$ cat src/sv/hecb_pkg.sv
// Shared constants, types and state codes of the half-edge connectivity builder.
package hecb_pkg;

    localparam int VTX_W         = 16;
    localparam int ID_W          = 12;
    localparam int FACE_W        = 16;
    localparam int EDGE_CAPACITY = 4096;
    localparam int ADDR_W        = $clog2(EDGE_CAPACITY);
    localparam int HEC_W         = ADDR_W + 1;
    localparam int FACE_LIMIT    = 65536;
    localparam int FCNT_W        = $clog2(FACE_LIMIT) + 1;
    localparam int HASH_SHIFT    = 17;
    localparam int HASH_W        = ADDR_W + HASH_SHIFT;

    localparam logic [31:0] HASH_K1 = 32'h9E3779B1;
    localparam logic [31:0] HASH_K2 = 32'h85EBCA77;

    typedef struct packed {
        logic              valid;
        logic [VTX_W-1:0]  u;
        logic [VTX_W-1:0]  v;
        logic [ADDR_W-1:0] id;
    } t_entry;

    typedef struct packed {
        logic              we;
        logic              re;
        logic [ADDR_W-1:0] addr;
        t_entry            wdata;
    } t_tab_req;

    typedef enum logic [3:0] {
        S_CLEAR,
        S_IDLE,
        S_LSTART,
        S_LHASH,
        S_LREAD,
        S_LCMP,
        S_EVAL,
        S_ISEL,
        S_IHASH,
        S_IREAD,
        S_ICMP,
        S_OUT
    } t_state;

endpackage

$ cat src/sv/hecb_hash.sv
// Edge-table slot hash on one shared multiplier, two products computed in turn.
module hecb_hash (
    input  logic                          i_clk,
    input  logic                          i_rst_n,
    input  logic                          i_start,
    input  logic [hecb_pkg::VTX_W-1:0]    i_u,
    input  logic [hecb_pkg::VTX_W-1:0]    i_v,
    output logic                          o_done,
    output logic [hecb_pkg::ADDR_W-1:0]   o_slot
);
    localparam int PW = hecb_pkg::VTX_W + hecb_pkg::HASH_W;

    logic                         r_busy;
    logic                         r_done;
    logic [hecb_pkg::VTX_W-1:0]   r_v;
    logic [hecb_pkg::HASH_W-1:0]  r_acc;
    logic [hecb_pkg::VTX_W-1:0]   w_a;
    logic [hecb_pkg::HASH_W-1:0]  w_k;
    logic [PW-1:0]                w_full;
    logic [hecb_pkg::HASH_W-1:0]  w_prod;

    assign w_a    = r_busy ? r_v : i_u;
    assign w_k    = r_busy ? hecb_pkg::HASH_K2[hecb_pkg::HASH_W-1:0]
                           : hecb_pkg::HASH_K1[hecb_pkg::HASH_W-1:0];
    assign w_full = PW'(w_a) * PW'(w_k);
    assign w_prod = w_full[hecb_pkg::HASH_W-1:0];

    always_ff @(posedge i_clk) begin
        if (!i_rst_n) begin
            r_busy <= 1'b0;
            r_done <= 1'b0;
        end else begin
            r_done <= 1'b0;
            if (r_busy) begin
                r_acc  <= r_acc ^ w_prod;
                r_busy <= 1'b0;
                r_done <= 1'b1;
            end else if (i_start) begin
                r_acc  <= w_prod;
                r_v    <= i_v;
                r_busy <= 1'b1;
            end
        end
    end

    assign o_done = r_done;
    assign o_slot = r_acc[hecb_pkg::ADDR_W-1:0]
                  ^ r_acc[hecb_pkg::HASH_W-1 -: hecb_pkg::ADDR_W];
endmodule

$ cat config.mk
export PLATFORM = sky130hd
export DESIGN_NAME = hecb_hash
export DESIGN_NICKNAME = d
export VERILOG_FILES = /design/src/sv/hecb_pkg.sv /design/src/sv/hecb_hash.sv
export SDC_FILE = /design/constraint.sdc
export NUM_CORES = 1
export LEC_CHECK = 0
export ABC_AREA = 1
export BUFFER_PORTS_ARGS = -buffer_cell sky130_fd_sc_hd__buf_2
export CORE_ASPECT_RATIO = 0.7
export CORE_MARGIN = 2
export CORE_UTILIZATION = 64
export CTS_CLUSTER_DIAMETER = 100
export DETAILED_ROUTE_END_ITERATION = 8
export GPL_TIMING_DRIVEN = 0
export PLACE_DENSITY = 0.79
export SLEW_MARGIN = 20
export SYNTH_ARGS = -nofsm -noshare
export SYNTH_HDL_FRONTEND = slang
export SYNTH_SLANG_ARGS = --single-unit
$ cat constraint.sdc
create_clock -name i_clk -period 17.5 [get_ports i_clk]
set_input_delay 3.5 -clock i_clk [delete_from_list [all_inputs] [get_ports i_clk]]
set_output_delay 3.5 -clock i_clk [all_outputs]
set_load 0.01 [all_outputs]
==> metrics.txt <==
clock buffer depth=2; startpoint-to-endpoint class of the critical path=in -> reg; global routing usage summed across all routing layers=0.321; average instance area after synthesis=9.49 um2; measured slew at the worst slew-check pin=0.890 ns; largest cells by area after synthesis=sky130_fd_sc_hd__fa_1, sky130_fd_sc_hd__edfxtp_1, sky130_fd_sc_hd__ha_1; number of synthesized flops with an enable pin=40; clock root cell=sky130_fd_sc_hd__clkbuf_16; drt total wl=25000 um; vias in the first global route=7306; Num Clock Sinks=42; setup_tns=0 ns; CTS tree=built; Max transition margin=0.405; Die Span X=153 um; number of CTS-inserted buffers=5; vertical die dimension=108 um; setup fix buffers added after clock tree synthesis=0; final routed DRC violation total=0; H-tree levels=2; share of synthesized flip-flops with an asynchronous set or reset=0; Final #Nets=1447; starting density of the core=0.648; count of final hold-check violations=0; number of max-slew violations in the final report=0; RD Place Congestion=1.09; required time worst endpoint=17.54 ns; pin count of the biggest net entering global routing=25; leading cell types in the layout, fill and taps excluded=sky130_fd_sc_hd__inv_1, sky130_fd_sc_hd__fa_1, sky130_fd_sc_hd__nand2_1, sky130_fd_sc_hd__ha_1, sky130_fd_sc_hd__buf_2; count of instances resized after the clock tree is built=0; number of warning messages in the yosys log=0; fillers=1207; clock-pin transition on the worst setup and hold timing paths=0.06 ns; Setup Skew=0.00695 ns; diodes inserted=0; fraction of final layout cells with drive strength greater than 1=0.0806; area share of the largest cell type after synthesis=0.430; largest stage delay on the critical path=0.67 ns; count of state elements after synthesis=42; largest fanout on the critical path=7; die outline area=0.0165 mm2; setup repair after global routing missed its margin=false; crit path capture=r_acc[24]; leading area contributor after synthesis=sky130_fd_sc_hd__fa_1; via count=7161; cell with the biggest individual delay on the critical path=sky130_fd_sc_hd__nor2_1; number of placed I/O pins=48; via-per-instance ratio=5.49; number of buffers added on ports=47; Std-Cell Rows=38; ratio of final minimum period to clock period=0.552; number of library cell types mapped by synthesis=38; most frequent standard cell in the layout excluding fill and tap cells=sky130_fd_sc_hd__inv_1; Std-Cell Core Area=0.0153 mm2; final global-route overflow total=0; startpoint of the worst-slack reg-to-reg timing path=r_busy; most numerous cell on the critical path=sky130_fd_sc_hd__fa_1; DRC violation total after the first TritonRoute iteration=695; depth of the worst register-to-register path=26; predominant post-synthesis flop cell=sky130_fd_sc_hd__edfxtp_1; synthesized cell area=0.00991 mm2; initial antenna violation count=0; result of the run=completed; Worst Path Arrival=9.70 ns; FF+latch area=0.00124 mm2; DP HPWL=22500 um; clock latency of the later-clocked register in the worst-skew pair=0.29 ns; first-pass iteration count of the detailed router=6; worst min-delay path class=reg -> reg; highest clock frequency the design can meet=0.104 GHz; # hold bufs at CTS=0; ordered list of cells on the worst path=buf_2 -> inv_1 -> nor2_1 -> nor2_1 -> inv_1 -> ha_1 -> inv_1 -> fa_1 -> inv_1 -> fa_1 -> fa_1 -> fa_1 -> fa_1 -> ha_1 -> a21oi_1 -> o21ai_0 -> a21oi_1 -> nand2_1 -> a21oi_1 -> o21ai_0 -> nand2_1 -> nand2_1; area taken by multi-input logic gates=0.00746 mm2; count of maximum capacitance violations=0; type of element launching the critical path=input port; flop-to-flop setup slack=10.06 ns; number of standard cells after synthesis=1045; area added between synthesis and finish=7.00%; routed len/inst=19.2 um; Min Clock Period, post-route=9.66 ns; Final setup violation count=0; reg2reg end=r_acc[28]; launch point of the worst path=i_u[7]; wire length of the first global-routing pass=38900 um; count of antenna-violating nets left after detailed routing=0; kind of end point of the critical path=flip-flop; sequential fraction of the synthesis area=0.125
[worst min-delay path by stage]
stage                  start  endpoint  slack, ns  cells after the start
floorplan           r_acc[5]  r_acc[5]       0.64                      2
global placement    r_acc[4]  r_acc[4]       0.67                      3
detailed placement  r_acc[0]  r_acc[0]       0.68                      3
CTS                 r_acc[4]  r_acc[4]       0.71                      3
global route        r_acc[2]  r_acc[2]       0.75                      3
finish              r_acc[4]  r_acc[4]       0.70                      3
[critical path: cells and delay by family]
kind	cells	cell delay, ns
AO/OA/AOI/OAI	5	1.12
adder cells (fa/ha/maj)	7	3.04
buffers and inverters	5	0.73
AND/OR/NAND/NOR	5	1.29
[cells in the mapped netlist, drive strengths merged, types with 3 or more instances]
cell type / number
inv: 308
fa: 213
nand2: 168
ha: 96
nor2: 44
edfxtp: 40
xor2: 36
a21oi: 27
nand3: 23
o21ai: 22
xnor2: 19
clkbuf: 12
nor4: 5
nor3: 4
o211ai: 4
or2: 4
buf: 3
nand4: 3
o21bai: 3
[flip-flops by register name, summed over array words and instances, names as in the netlist]
signal,cells
r_acc,24
o_done,1
r_v,16
r_busy,1
[final cells by class]
| type | instances | area share |
|---|---|---|
| buffer | 15 | 0.00790 |
| clock buffer | 5 | 0.0118 |
| clock inverter | 3 | 0.00460 |
| inverter | 308 | 0.109 |
| multi-input combinational | 683 | 0.703 |
| sequential | 42 | 0.117 |
| tap | 200 | 0.0236 |
| timing repair buffer | 48 | 0.0229 |
[routing by layer]
| layer | up-vias | routed length, um | track usage | share of wire |
|---|---|---|---|---|
| li1 | 3190 | - | - | - |
| met1 | 3474 | 10300 | 0.469 | 0.41 |
| met2 | 447 | 10200 | 0.453 | 0.41 |
| met3 | 48 | 3940 | 0.134 | 0.16 |
| met4 | 2 | 527 | 0.0648 | 0.021 |
| met5 | - | 48 | 0.0238 | 0.0019 |
[stage by stage]
| step | area [um2] | worst slack, ns | hold slack [ns] | std cells | utilization |
|---|---|---|---|---|---|
| after floorplan | 9930 | 8.84 | 0.637 | 1048 | - |
| after global placement | 10400 | 7.84 | 0.673 | 1295 | 0.680 |
| after detailed placement | 10400 | 7.65 | 0.683 | 1296 | 0.682 |
| after CTS | 10600 | 7.94 | 0.707 | 1304 | 0.693 |
| after global routing | 10600 | 7.53 | 0.752 | 1304 | 0.693 |
| final | 10600 | 7.84 | 0.703 | 1304 | 0.693 |
[kinds of logic (layout without fill, tap and decap cells)]
family | count (synthesis) | in the layout | synth area share
AO/OA/AOI/OAI | 61 | 61 | 0.0341
XOR/XNOR | 55 | 55 | 0.0493
adder cells (fa/ha/maj) | 309 | 309 | 0.551
buffers and inverters | 323 | 379 | 0.125
flip-flops | 42 | 42 | 0.125
other | 2 | 5 | 0.000757
AND/OR/NAND/NOR | 253 | 253 | 0.114
Power is not shown: default switching activity piles up to over one toggle a cycle in this logic, so the estimate is an artifact.
